$ cat src/gne_pkg.sv
package gne_pkg;

  localparam int unsigned COORD_W = 10;
  localparam int unsigned DIM_W   = 11;
  localparam int unsigned IDX_W   = 5;
  localparam int unsigned CFG_IDX_W = 3;

  typedef enum logic [2:0] {
    CFG_SHAPE  = 3'd0,
    CFG_REACH  = 3'd1,
    CFG_EDGE   = 3'd2,
    CFG_WIDTH  = 3'd3,
    CFG_HEIGHT = 3'd4
  } gne_cfg_e;

  typedef enum logic [1:0] {
    TBL_MOORE1,
    TBL_MOORE2,
    TBL_VN1,
    TBL_VN2
  } gne_table_e;

  typedef enum logic [1:0] {
    ST_IDLE,
    ST_RUN,
    ST_FLUSH
  } gne_state_e;

  typedef struct packed {
    logic signed [2:0] dx;
    logic signed [2:0] dy;
  } gne_offset_t;

  typedef struct packed {
    logic               keep;
    logic [COORD_W-1:0] nx;
    logic [COORD_W-1:0] ny;
  } gne_step_t;

  localparam logic signed [2:0] M1_DX [8] = '{-3'sd1, 3'sd0, 3'sd1, -3'sd1, 3'sd1,
                                               -3'sd1, 3'sd0, 3'sd1};
  localparam logic signed [2:0] M1_DY [8] = '{3'sd1, 3'sd1, 3'sd1, 3'sd0, 3'sd0,
                                               -3'sd1, -3'sd1, -3'sd1};

  localparam logic signed [2:0] M2_DX [24] = '{
    -3'sd2, -3'sd1, 3'sd0, 3'sd1, 3'sd2,
    -3'sd2, -3'sd1, 3'sd0, 3'sd1, 3'sd2,
    -3'sd2, -3'sd1, 3'sd1, 3'sd2,
    -3'sd2, -3'sd1, 3'sd0, 3'sd1, 3'sd2,
    -3'sd2, -3'sd1, 3'sd0, 3'sd1, 3'sd2};
  localparam logic signed [2:0] M2_DY [24] = '{
    3'sd2, 3'sd2, 3'sd2, 3'sd2, 3'sd2,
    3'sd1, 3'sd1, 3'sd1, 3'sd1, 3'sd1,
    3'sd0, 3'sd0, 3'sd0, 3'sd0,
    -3'sd1, -3'sd1, -3'sd1, -3'sd1, -3'sd1,
    -3'sd2, -3'sd2, -3'sd2, -3'sd2, -3'sd2};

  localparam logic signed [2:0] V1_DX [4] = '{3'sd0, -3'sd1, 3'sd1, 3'sd0};
  localparam logic signed [2:0] V1_DY [4] = '{3'sd1, 3'sd0, 3'sd0, -3'sd1};

  localparam logic signed [2:0] V2_DX [12] = '{3'sd0, -3'sd1, 3'sd0, 3'sd1, -3'sd2, -3'sd1,
                                                3'sd1, 3'sd2, -3'sd1, 3'sd0, 3'sd1, 3'sd0};
  localparam logic signed [2:0] V2_DY [12] = '{3'sd2, 3'sd1, 3'sd1, 3'sd1, 3'sd0, 3'sd0,
                                                3'sd0, 3'sd0, -3'sd1, -3'sd1, -3'sd1, -3'sd2};

  // Offset lookup; in the reach-two tables, indexes past the table end read as zero offset.
  function automatic gne_offset_t gne_offset(gne_table_e tbl, logic [IDX_W-1:0] idx);
    gne_offset_t o;
    o = '0;
    case (tbl)
      TBL_MOORE1: begin
        o.dx = M1_DX[idx[2:0]];
        o.dy = M1_DY[idx[2:0]];
      end
      TBL_MOORE2: begin
        if (idx < IDX_W'(24)) begin
          o.dx = M2_DX[idx];
          o.dy = M2_DY[idx];
        end
      end
      TBL_VN1: begin
        o.dx = V1_DX[idx[1:0]];
        o.dy = V1_DY[idx[1:0]];
      end
      TBL_VN2: begin
        if (idx < IDX_W'(12)) begin
          o.dx = V2_DX[idx[3:0]];
          o.dy = V2_DY[idx[3:0]];
        end
      end
      default: o = '0;
    endcase
    return o;
  endfunction

  function automatic logic [IDX_W-1:0] gne_last_idx(gne_table_e tbl);
    logic [IDX_W-1:0] r;
    case (tbl)
      TBL_MOORE1: r = IDX_W'(7);
      TBL_MOORE2: r = IDX_W'(23);
      TBL_VN1:    r = IDX_W'(3);
      TBL_VN2:    r = IDX_W'(11);
      default:    r = IDX_W'(7);
    endcase
    return r;
  endfunction

endpackage

$ cat src/gne_step.sv
module gne_step (
  input  logic [gne_pkg::COORD_W-1:0] px_i,
  input  logic [gne_pkg::COORD_W-1:0] py_i,
  input  gne_pkg::gne_offset_t        off_i,
  input  logic [gne_pkg::DIM_W-1:0]   wd_i,
  input  logic [gne_pkg::DIM_W-1:0]   ht_i,
  input  logic                        torus_i,
  output gne_pkg::gne_step_t          step_o
);

  localparam int unsigned SUM_W = gne_pkg::DIM_W + 1;

  logic [SUM_W-1:0] sx, sy, wx, wy;
  logic             out_x, out_y;

  // Add the offset, then wrap once by the dimension when out of range.
  function automatic logic [SUM_W-1:0] axis_sum(logic [gne_pkg::COORD_W-1:0] p,
                                                 logic signed [2:0] d);
    return SUM_W'(p) + SUM_W'($signed(d));
  endfunction

  function automatic logic axis_out(logic [SUM_W-1:0] s, logic [gne_pkg::DIM_W-1:0] dim);
    return s[SUM_W-1] || (s[gne_pkg::DIM_W-1:0] >= dim);
  endfunction

  function automatic logic [SUM_W-1:0] axis_wrap(logic [SUM_W-1:0] s,
                                                  logic [gne_pkg::DIM_W-1:0] dim);
    logic [SUM_W-1:0] r;
    if (s[SUM_W-1]) begin
      r = s + SUM_W'(dim);
    end else if (s[gne_pkg::DIM_W-1:0] >= dim) begin
      r = s - SUM_W'(dim);
    end else begin
      r = s;
    end
    return r;
  endfunction

  always_comb begin
    sx    = axis_sum(px_i, off_i.dx);
    sy    = axis_sum(py_i, off_i.dy);
    out_x = axis_out(sx, wd_i);
    out_y = axis_out(sy, ht_i);
    wx    = axis_wrap(sx, wd_i);
    wy    = axis_wrap(sy, ht_i);
    step_o.keep = torus_i || !(out_x || out_y);
    step_o.nx   = wx[gne_pkg::COORD_W-1:0];
    step_o.ny   = wy[gne_pkg::COORD_W-1:0];
  end

endmodule

$ cat src/grid_neighbor_enumerator_top.sv
// Grid neighbor enumerator.
// Input channel (in_valid_i / in_stall_o) carries one centre point per
// transaction. The block then walks the offset table of the configured
// neighborhood (Moore or von Neumann, reach one or two: 8, 24, 4 or 12
// offsets), one offset per cycle through a shared step unit unless the walk pauses, and emits
// one result transaction per kept neighbor on the output channel
// (out_valid_o / out_stall_i). Offsets off the grid are skipped in
// hard-wall mode and wrapped once by the dimension in torus mode. The
// final kept neighbor carries last_neighbor; a point with no kept
// neighbor yields no result.
// A new point is accepted only once the walk and flush of the previous one
// have ended. A kept neighbor waits in a hold register until the next kept
// neighbor or the final flush pushes it to the output register, so
// skipped offsets delay the first result.
// in_stall_o stays high while a point is walked.
// A stalled output holds its result, and the walk pauses on the next kept
// neighbor until the output register frees.
// Configuration (cfg_valid_i / cfg_ready_o) is always ready and should be
// written only while idle. Reset clears the sequencer and output valid and
// loads the register defaults (Moore, reach one, torus, 1024 x 1024).
module grid_neighbor_enumerator_top #(
  parameter int unsigned MAX_DIM = 1024
) (
  input  logic                            clk_i,
  input  logic                            rst_ni,
  input  logic                            cfg_valid_i,
  output logic                            cfg_ready_o,
  input  logic [gne_pkg::CFG_IDX_W-1:0]   cfg_index_i,
  input  logic [gne_pkg::DIM_W-1:0]       cfg_data_i,
  input  logic                            in_valid_i,
  output logic                            in_stall_o,
  input  logic [gne_pkg::COORD_W-1:0]     point_x_i,
  input  logic [gne_pkg::COORD_W-1:0]     point_y_i,
  output logic                            out_valid_o,
  input  logic                            out_stall_i,
  output logic [gne_pkg::COORD_W-1:0]     neighbor_x_o,
  output logic [gne_pkg::COORD_W-1:0]     neighbor_y_o,
  output logic [gne_pkg::IDX_W-1:0]       offset_index_o,
  output logic                            last_neighbor_o
);

  localparam int unsigned DIM_W   = gne_pkg::DIM_W;
  localparam int unsigned COORD_W = gne_pkg::COORD_W;
  localparam int unsigned IDX_W   = gne_pkg::IDX_W;

  // Configuration registers
  logic             shape_q, reach_q, edge_q;
  logic [DIM_W-1:0] width_q, height_q;

  // Per-point working registers
  gne_pkg::gne_state_e state_q, state_d;
  gne_pkg::gne_table_e tbl_q;
  logic [COORD_W-1:0]  px_q, py_q;
  logic [DIM_W-1:0]    wd_q, ht_q;
  logic                torus_q;
  logic [IDX_W-1:0]    idx_q, last_idx_q;

  // One-deep hold of the latest kept neighbor, so the last flag is known
  logic               pend_valid_q;
  logic [COORD_W-1:0] pend_x_q, pend_y_q;
  logic [IDX_W-1:0]   pend_idx_q;

  // Output register
  logic               out_valid_q;
  logic [COORD_W-1:0] out_x_q, out_y_q;
  logic [IDX_W-1:0]   out_idx_q;
  logic               out_last_q;

  logic                 accept;
  logic                 out_free;
  logic                 run_go;
  logic                 push;
  logic                 push_last;
  gne_pkg::gne_table_e  tbl_sel;
  gne_pkg::gne_offset_t offset;
  gne_pkg::gne_step_t   step;

  assign cfg_ready_o = 1'b1;

  // Clamp a dimension into [2, MAX_DIM].
  function automatic logic [DIM_W-1:0] clamp_dim(logic [DIM_W-1:0] d);
    logic [DIM_W-1:0] r;
    if (d < DIM_W'(2)) begin
      r = DIM_W'(2);
    end else if (32'(d) > 32'(MAX_DIM)) begin
      r = DIM_W'(MAX_DIM);
    end else begin
      r = d;
    end
    return r;
  endfunction

  always_ff @(posedge clk_i or negedge rst_ni) begin
    if (!rst_ni) begin
      shape_q  <= 1'b0;
      reach_q  <= 1'b0;
      edge_q   <= 1'b1;
      width_q  <= DIM_W'(1024);
      height_q <= DIM_W'(1024);
    end else if (cfg_valid_i) begin
      case (cfg_index_i)
        gne_pkg::CFG_SHAPE:  shape_q  <= cfg_data_i[0];
        gne_pkg::CFG_REACH:  reach_q  <= cfg_data_i[0];
        gne_pkg::CFG_EDGE:   edge_q   <= cfg_data_i[0];
        gne_pkg::CFG_WIDTH:  width_q  <= cfg_data_i;
        gne_pkg::CFG_HEIGHT: height_q <= cfg_data_i;
        default: ;
      endcase
    end
  end

  always_comb begin
    case ({shape_q, reach_q})
      2'b00:   tbl_sel = gne_pkg::TBL_MOORE1;
      2'b01:   tbl_sel = gne_pkg::TBL_MOORE2;
      2'b10:   tbl_sel = gne_pkg::TBL_VN1;
      2'b11:   tbl_sel = gne_pkg::TBL_VN2;
      default: tbl_sel = gne_pkg::TBL_MOORE1;
    endcase
  end

  // Shared step unit: one offset per cycle unless the walk pauses
  assign offset = gne_pkg::gne_offset(tbl_q, idx_q);

  gne_step u_step (
    .px_i    (px_q),
    .py_i    (py_q),
    .off_i   (offset),
    .wd_i    (wd_q),
    .ht_i    (ht_q),
    .torus_i (torus_q),
    .step_o  (step)
  );

  // Sequencer outputs
  always_comb begin
    out_free  = !out_valid_q || !out_stall_i;
    accept    = in_valid_i && (state_q == gne_pkg::ST_IDLE);
    run_go    = 1'b0;
    push      = 1'b0;
    push_last = 1'b0;
    case (state_q)
      gne_pkg::ST_RUN: begin
        // Stall the walk only when a kept neighbor must displace the held one
        run_go = !(step.keep && pend_valid_q && !out_free);
        push   = run_go && step.keep && pend_valid_q;
      end
      gne_pkg::ST_FLUSH: begin
        push      = pend_valid_q && out_free;
        push_last = 1'b1;
      end
      default: ;
    endcase
  end

  assign in_stall_o = (state_q != gne_pkg::ST_IDLE);

  // Sequencer next state
  always_comb begin
    state_d = state_q;
    case (state_q)
      gne_pkg::ST_IDLE: begin
        if (accept) state_d = gne_pkg::ST_RUN;
      end
      gne_pkg::ST_RUN: begin
        if (run_go && (idx_q == last_idx_q)) state_d = gne_pkg::ST_FLUSH;
      end
      gne_pkg::ST_FLUSH: begin
        if (!pend_valid_q || out_free) state_d = gne_pkg::ST_IDLE;
      end
      default: state_d = gne_pkg::ST_IDLE;
    endcase
  end

  always_ff @(posedge clk_i or negedge rst_ni) begin
    if (!rst_ni) begin
      state_q <= gne_pkg::ST_IDLE;
    end else begin
      state_q <= state_d;
    end
  end

  // Latch the point and a snapshot of the geometry on accept
  always_ff @(posedge clk_i) begin
    if (accept) begin
      px_q       <= point_x_i;
      py_q       <= point_y_i;
      tbl_q      <= tbl_sel;
      last_idx_q <= gne_pkg::gne_last_idx(tbl_sel);
      wd_q       <= clamp_dim(width_q);
      ht_q       <= clamp_dim(height_q);
      torus_q    <= edge_q;
    end
  end

  always_ff @(posedge clk_i or negedge rst_ni) begin
    if (!rst_ni) begin
      idx_q <= '0;
    end else if (accept) begin
      idx_q <= '0;
    end else if (run_go) begin
      idx_q <= idx_q + IDX_W'(1);
    end
  end

  // Hold register: replace on each kept neighbor, drop once flushed
  always_ff @(posedge clk_i or negedge rst_ni) begin
    if (!rst_ni) begin
      pend_valid_q <= 1'b0;
    end else if (run_go && step.keep) begin
      pend_valid_q <= 1'b1;
    end else if ((state_q == gne_pkg::ST_FLUSH) && push) begin
      pend_valid_q <= 1'b0;
    end
  end

  always_ff @(posedge clk_i) begin
    if (run_go && step.keep) begin
      pend_x_q   <= step.nx;
      pend_y_q   <= step.ny;
      pend_idx_q <= idx_q;
    end
  end

  // Output register: load on push, clear once the transaction is taken
  always_ff @(posedge clk_i or negedge rst_ni) begin
    if (!rst_ni) begin
      out_valid_q <= 1'b0;
    end else if (push) begin
      out_valid_q <= 1'b1;
    end else if (!out_stall_i) begin
      out_valid_q <= 1'b0;
    end
  end

  always_ff @(posedge clk_i) begin
    if (push) begin
      out_x_q    <= pend_x_q;
      out_y_q    <= pend_y_q;
      out_idx_q  <= pend_idx_q;
      out_last_q <= push_last;
    end
  end

  assign out_valid_o     = out_valid_q;
  assign neighbor_x_o    = out_x_q;
  assign neighbor_y_o    = out_y_q;
  assign offset_index_o  = out_idx_q;
  assign last_neighbor_o = out_last_q;

endmodule

$ cat config.mk
export PLATFORM = sky130hd
export DESIGN_NAME = grid_neighbor_enumerator_top
export DESIGN_NICKNAME = d
export VERILOG_FILES = /design/src/gne_pkg.sv /design/src/gne_step.sv /design/src/grid_neighbor_enumerator_top.sv
export SDC_FILE = /design/constraint.sdc
export NUM_CORES = 1
export LEC_CHECK = 0
export ABC_AREA = 1
export BUFFER_PORTS_ARGS = -buffer_cell sky130_fd_sc_hd__buf_2
export CAP_MARGIN = 10
export CORE_MARGIN = 4
export CORE_UTILIZATION = 61
export DETAILED_ROUTE_END_ITERATION = 6
export GPL_ROUTABILITY_DRIVEN = 0
export PLACE_DENSITY = 0.81
export SLEW_MARGIN = 20
export SYNTH_ARGS = -nofsm -noshare
export SYNTH_HDL_FRONTEND = slang
export SYNTH_SLANG_ARGS = --single-unit
$ cat constraint.sdc
create_clock -name clk_i -period 6.5 [get_ports clk_i]
set_input_delay 1.3 -clock clk_i [delete_from_list [all_inputs] [get_ports clk_i]]
set_output_delay 1.3 -clock clk_i [all_outputs]
set_load 0.02 [all_outputs]
Word-level counts from Yosys, hierarchy flattened

Memory sizes are Yosys's and may differ from the RTL's.
Index checks and enable logic that the tools add are counted.

Memories kept: 6
ROM bits: 336
Output and inout port bits: 29
Register bits: 135

Bitwise gates (word level): 4
Reduce and logical (&&, ||, !) cells: 37
Muxes and demuxes: 42
Add/subtract/negate cells: 7
Equal/unequal tests: 20
Order comparisons: 12

Memories:

| name             | depth | width | rd ports | clocked after Yosys merged registers in | write ports | line          | source |
|---|---|---|---|---|---|---|---|
| (name not given) | 32    | 3     | 1        | 0                                       | 0           | gne_pkg.sv:78 | `o.dy = M2_DY[idx];` |
| (name not given) | 32    | 3     | 1        | 0                                       | 0           | gne_pkg.sv:77 | `o.dx = M2_DX[idx];` |
| (name not given) | 16    | 3     | 1        | 0                                       | 0           | gne_pkg.sv:88 | `o.dy = V2_DY[idx[3:0]];` |
| (name not given) | 16    | 3     | 1        | 0                                       | 0           | gne_pkg.sv:87 | `o.dx = V2_DX[idx[3:0]];` |
| (name not given) | 8     | 3     | 1        | 0                                       | 0           | gne_pkg.sv:73 | `o.dy = M1_DY[idx[2:0]];` |
| (name not given) | 8     | 3     | 1        | 0                                       | 0           | gne_pkg.sv:72 | `o.dx = M1_DX[idx[2:0]];` |

Operators with widths:

| cell                   | count |
|---|---|
| $mux W3                | 16 |
| $mux W10               | 4 |
| $add A11 B3 Y12        | 2 |
| $pmux W6 S4            | 1 |
| $ge A11 B11 Y1         | 2 |
| $gt A11 B11 Y1 const B | 2 |
| $lt A11 B2 Y1 const B  | 2 |
| $mux W11               | 2 |
| $add A10 B10 Y10       | 2 |
| $pmux W5 S4            | 1 |
| $sub A10 B10 Y10       | 2 |
| $eq A2 B2 Y1 const B   | 7 |
| $bmux W3 S2            | 2 |
| $mux W6                | 2 |
| $mux W5                | 2 |
| $reduce_and A2 Y1      | 5 |
| $logic_and A1 B1 Y1    | 9 |
| $eq A2 B1 Y1 const B   | 4 |
| $logic_not A2 Y1       | 4 |
| $pmux W2 S4            | 1 |
| $eq A3 B2 Y1 const B   | 2 |
| $ge A6 B6 Y1 const B   | 1 |
| $logic_not A1 Y1       | 6 |
| $logic_or A1 B1 Y1     | 6 |
| other kinds (23)       | 35 |

Depth between registers and ports, before layout

Depth after elaboration: 21
Gate-level depth with buffers: 35
Depth with buffers taken out: 35

Modules after synthesis

From an unflattened synthesis, not the netlist that was laid out.

Cell total of the unflattened synthesis: 1153
Area total of the unflattened synthesis: 9177.6 um^2

Modules (own cells, without submodules):

| module                       | seq. area each (um^2) | cells an instance | area each (um^2) | times used |
|---|---|---|---|---|
| grid_neighbor_enumerator_top | 3827.4                | 439               | 5248.8           | 1 |
| gne_step                     | 0.0                   | 714               | 3928.8           | 1 |

Least setup slack after synthesis

Ideal clock, no wire load.

Kind: flip-flop to flip-flop
Start: register idx_q[1]
End: register out_last_q, in the netlist last_neighbor_o (enable)
Data required time: 6.119 ns
Cell stages (with the launch flop): 25
Arrival time: 4.570 ns
Setup slack: 1.549 ns
Clock period less this slack: 4.951 ns
Cell sequence: dfrtp_1 -> inv_1 -> ha_1 -> nand2_1 -> nand3_2 -> a21oi_1 -> o21ai_0 -> a21oi_1 -> inv_1 -> fa_1 -> o21ai_0 -> nand4_1 -> o211ai_1 -> xnor2_1 -> inv_1 -> ha_1 -> buf_2 -> a21o_1 -> a21boi_1 -> nand3_1 -> and2b_4 -> nand3_4 -> nand2_4 -> o21ai_0 -> inv_1

Longest elaborated chain between the ends: 18
Elaborated cells between the ends (all ways): 48

RTL lines:

| item                                                                  | line                                | source |
|---|---|---|
| from (decl)                                                           | grid_neighbor_enumerator_top.sv:56  | `logic [IDX_W-1:0] idx_q, last_idx_q;` |
| from (signal assigned)                                                | grid_neighbor_enumerator_top.sv:202 | `idx_q <= idx_q + IDX_W'(1);` |
| $not A5 Y6 (implied by the code) / $not A4 Y5 (equally long branches) | -                                   |  |
| $mem_v2 Z32 W3 (tied with other cells)                                | -                                   |  |
| $mux W3 (on tied branches) (2 in series)                              | -                                   |  |
| $mux W6 (on tied branches)                                            | gne_pkg.sv:76, gne_pkg.sv:86        |  |
| $pmux W6 S4 *                                                         | gne_pkg.sv:70                       | `case (tbl)` |
| $add A11 B3 Y12                                                       | gne_step.sv:19                      | `return SUM_W'(p) + SUM_W'($signed(d));` |
| $ge A11 B11 Y1                                                        | gne_step.sv:23                      | `return s[SUM_W-1] \|\| (s[gne_pkg::DIM_W-1:0] >= dim);` |
| $logic_or A1 B1 Y1                                                    | gne_step.sv:23                      |  |
| $logic_or A1 B1 Y1 *                                                  | gne_step.sv:46                      | `step_o.keep = torus_i \|\| !(out_x \|\| out_y);` |
| $logic_not A1 Y1 *                                                    | gne_step.sv:46                      |  |
| $logic_or A1 B1 Y1 *                                                  | gne_step.sv:46                      |  |
| $logic_and A1 B1 Y1 (2 in series)                                     | grid_neighbor_enumerator_top.sv:145 | `run_go = !(step.keep && pend_valid_q && !out_free);` |
| $logic_not A1 Y1                                                      | grid_neighbor_enumerator_top.sv:145 |  |
| $logic_and A1 B1 Y1 * (2 in series)                                   | grid_neighbor_enumerator_top.sv:146 | `push = run_go && step.keep && pend_valid_q;` |
| $pmux W1 S2 *                                                         | grid_neighbor_enumerator_top.sv:142 | `case (state_q)` |
| via push                                                              | grid_neighbor_enumerator_top.sv:72  | `logic push;` |
| to (signal assigned)                                                  | grid_neighbor_enumerator_top.sv:241 | `out_last_q <= push_last;` |
| to (decl)                                                             | grid_neighbor_enumerator_top.sv:67  | `logic out_last_q;` |

The timed path passes the listed nets; every way through them passes the cells marked *. The select of a mux whose other input is x is not followed.
A chain may end at the register's enable or synchronous reset.

Worst setup path in the final report

Start: register idx_q[1]
End: register out_y_q[7], in the netlist neighbor_y_o[7] (enable)

Longest elaborated chain between the ends: 18
Elaborated cells between the ends (all ways): 48

RTL lines:

| item                                                                  | line                                | source |
|---|---|---|
| $not A5 Y6 (implied by the code) / $not A4 Y5 (equally long branches) | -                                   |  |
| $mem_v2 Z32 W3 (tied with other cells)                                | -                                   |  |
| $mux W3 (on tied branches) (2 in series)                              | -                                   |  |
| $mux W6 (on tied branches)                                            | gne_pkg.sv:76, gne_pkg.sv:86        |  |
| $pmux W6 S4 *                                                         | gne_pkg.sv:70                       |  |
| $add A11 B3 Y12                                                       | gne_step.sv:19                      |  |
| $ge A11 B11 Y1                                                        | gne_step.sv:23                      |  |
| $logic_or A1 B1 Y1                                                    | gne_step.sv:23                      |  |
| $logic_or A1 B1 Y1 *                                                  | gne_step.sv:46                      |  |
| $logic_not A1 Y1 *                                                    | gne_step.sv:46                      |  |
| $logic_or A1 B1 Y1 *                                                  | gne_step.sv:46                      |  |
| $logic_and A1 B1 Y1 (2 in series)                                     | grid_neighbor_enumerator_top.sv:145 |  |
| $logic_not A1 Y1                                                      | grid_neighbor_enumerator_top.sv:145 |  |
| $logic_and A1 B1 Y1 * (2 in series)                                   | grid_neighbor_enumerator_top.sv:146 |  |
| $pmux W1 S2 *                                                         | grid_neighbor_enumerator_top.sv:142 |  |
| via push                                                              | grid_neighbor_enumerator_top.sv:72  |  |
| to (signal assigned)                                                  | grid_neighbor_enumerator_top.sv:239 | `out_y_q <= pend_y_q;` |
| to (decl)                                                             | grid_neighbor_enumerator_top.sv:65  | `logic [COORD_W-1:0] out_x_q, out_y_q;` |

Marks and branches as above.

==> reports/results.tsv <==
stage	metric	value	unit
run_status	status	complete, no violations	
grt	antenna violations before repair	0	
timing	Worst Max-Slew Pin Slew	1.01	ns
timing	Final setup viols	0	
synthesis	Synth Cell Area	8460	um2
die	die area	15800	um2
die	Initial Util	63.1	%
timing	final hold violations	0	
grt	vias in the first global route	6051	
synthesis	average cell area after synthesis	8.89	um2
clocking	clock buffer depth	2	
cells_and_area	diode count	0	
timing	Final period util	85.3	%
die	core area	13400	um2
die	chip height	126	um
setup_path	most used cell along the critical path	inv_1	
routing	first-pass iteration count of the detailed router	5	
routing	Post-Route WL	16.7	mm
cells_and_area	Finished Core Util	70.4	%
synthesis	Seq/Total Area, Yosys	45.3	%
setup_path	worst reg2reg path depth	31	
clocking	Clock Latency Late Sink	0.42	ns
cells_and_area	Finished Cell Area	9440	um2
timing	Final Critical Period	5.55	ns
setup_path	CP Launch Type	flop	
grt	first-pass GRT wire length	28.4	mm
routing	via count	6477	
setup_path	crit path max fanout	26	
grt	total grt overflow	0	
setup_path	R2R setup slack	0.95	ns
clocking	CTS tree	yes	
flow_run	MaxCap Viol Count	0	
cells_and_area	FILL cells	1026	
routing	Iter 0 DRT Violations	474	
place	DP HPWL	12.7	mm
timing	fmax	180	MHz
synthesis	Synth area leader	edfxtp_1	
setup_path	crit path to	neighbor_y_o[7]	
synthesis	Synth async-reset ratio	25.6	%
clocking	Clock Sinks	133	
timing	clk_skew	0.0114	ns
grt	largest net degree at the start of global routing	53	
synthesis	cell count after synthesis	951	
clocking	Root Buffer	clkbuf_16	
synthesis	Synth area leaders	edfxtp_1 (35%), ha_1 (11%), dfrtp_1 (9.2%)	
grt	GR Util All Layers	21.8	%
die	row cnt	42	
cells_and_area	Final #Nets	1135	
setup_path	reg2reg start	idx_q[1]	
die	I/O pins	68	
min_path	HP Start	pend_x_q[9]	
cells_and_area	Area Growth Syn to Fin	11.6	%
timing	Worst slew margin	32.7	%
synthesis	Post-synth top flop	edfxtp_1	
timing	pins over their slew limit	0	
timing	Setup TNS	0	ns
setup_path	Slowest cell on crit path	dfrtp_1	
timing	RSZ-0062 raised after global routing	no	
setup_path	max incr delay on CP	0.54	ns
setup_path	Critical Path End Type	flop	
die	die width	126	um
timing	Hold Slack	0.413	ns
synthesis	synth unique cells	54	
synthesis	Synth Register Bits	133	
clocking	Post-CTS Hold Buffers	0	
place	IO buf count	66	
min_path	worst min path class	flop to flop	
clocking	# H-tree levels	4	
setup_path	R2R Path End	neighbor_y_o[7]	
synthesis	Post-synth EDFFs	99	
place	Post-DP Area	8890	um2
routing	mean routed wirelength per cell	13.9	um
synthesis	Yosys top cell area share	35.1	%
synthesis	Yosys Warn Count	0	
setup_path	Worst EP required	6.59	ns
routing	antenna violation net count after detailed routing	0	
synthesis	syn nets	1072	
routing	drt drc	0	
setup_path	crit path kind	flop to flop	
clocking	Inserted Clock Buffers	17	
setup_path	Arr. time, crit path	5.64	ns
clocking	post-CTS sizing	0	
routing	Via density	5.38	
setup_path	CP startpoint	idx_q[1]	
clocking	Reg clk slew, reported paths	0.06	ns
cells_and_area	layout cells sized above 1	13.2	%
min_path	worst hold path depth	0	
clocking	setup bufs post-CTS	0	
[cell type report]
type	instances	area (um2)	area share (%)
inverter	154	578	6.12
clock buffer	19	433	4.59
sequential	133	3830	40.6
multi-input combinational	640	3920	41.6
clock inverter	13	111	1.18
timing repair buffer	68	345	3.66
tap	176	220	2.33
[worst min path at each step]
stage | endpoint
CTS | neighbor_y_o[5]
global placement | neighbor_x_o[4]
floorplan | neighbor_x_o[0]
detailed placement | neighbor_y_o[9]
global route | neighbor_x_o[4]
finish | neighbor_x_o[9]
[worst max-delay path, delay by kind of cell (launching register included)]
kind,cells,cell delay (ns)
fa+ha+maj,4,1.17
compound gates,10,1.31
buf+inv,7,0.89
flops,1,0.54
simple gates,10,1.29
[cell usage in the layout (no fill, tap or decap), types with 4 or more instances in the layout]
cell type	count
inv_1	147
o21ai_0	71
xor2_1	27
clkbuf_16	17
xnor2_1	10
o22ai_1	9
nand3_1	36
dfrtp_1	31
nand2_4	6
nand2_2	11
nand4_1	4
a21o_1	4
buf_2	66
inv_2	7
edfxtp_1	99
nand2_1	167
a31oi_1	6
nor3_1	8
o31ai_1	4
o21bai_1	5
ha_1	76
fa_1	6
clkinvlp_4	5
nor2_1	89
a21oi_1	59
[layer usage]
| layer | wire [um] | GRT usage, % | vias up | part of all wire [%] |
|---|---|---|---|---|
| met2 | 7510 | 33.8 | 248 | 45 |
| li1 | - | - | 3273 | - |
| met3 | 1210 | 3.60 | 29 | 7.2 |
| met5 | 0 | 0 | - | 0 |
| met4 | 268 | 6.81 | 0 | 1.6 |
| met1 | 7760 | 31.9 | 2927 | 46 |
[cell usage after synthesis (all sizes together) (14+ instances only)]
cell type and n:
buf 14, o21ai 76, nand3 38, nand2 184, inv 154, edfxtp 99
nor2 92, dfrtp 31, a21oi 61, xor2 27, ha 76
[state kept, by name, indices dropped and copies added (netlist names), 5 cells and up]
signal / cells
height_q: 11
ht_q: 11
wd_q: 11
width_q: 11
neighbor_x_o: 10
neighbor_y_o: 10
pend_x_q: 10
pend_y_q: 10
px_q: 10
py_q: 10
idx_q: 5
offset_index_o: 5
pend_idx_q: 5
[through the flow]
step | cells | setup WS (ns)
floorplan | 951 | 1.55
global placement | 1171 | 1.24
detailed placement | 1171 | 1.00
CTS | 1203 | 0.985
global route | 1203 | 0.438
finish | 1203 | 0.953
[logic make-up after synthesis]
logic type                 Yosys count  synth area share [%]
and+or+nand+nor                    338                  17.6
AOI/OAI and AO/OA                  182                  12.2
buffers and inverters              178                  8.37
DFF                                133                  45.3
adders and majority gates           82                  12.7
xor gates and xnor gates            37                  3.83
other                                1                0.0443
Power is left out: the tool's default activity adds up to more than one toggle a clock period on the data nets, which glitch-free logic cannot reach.
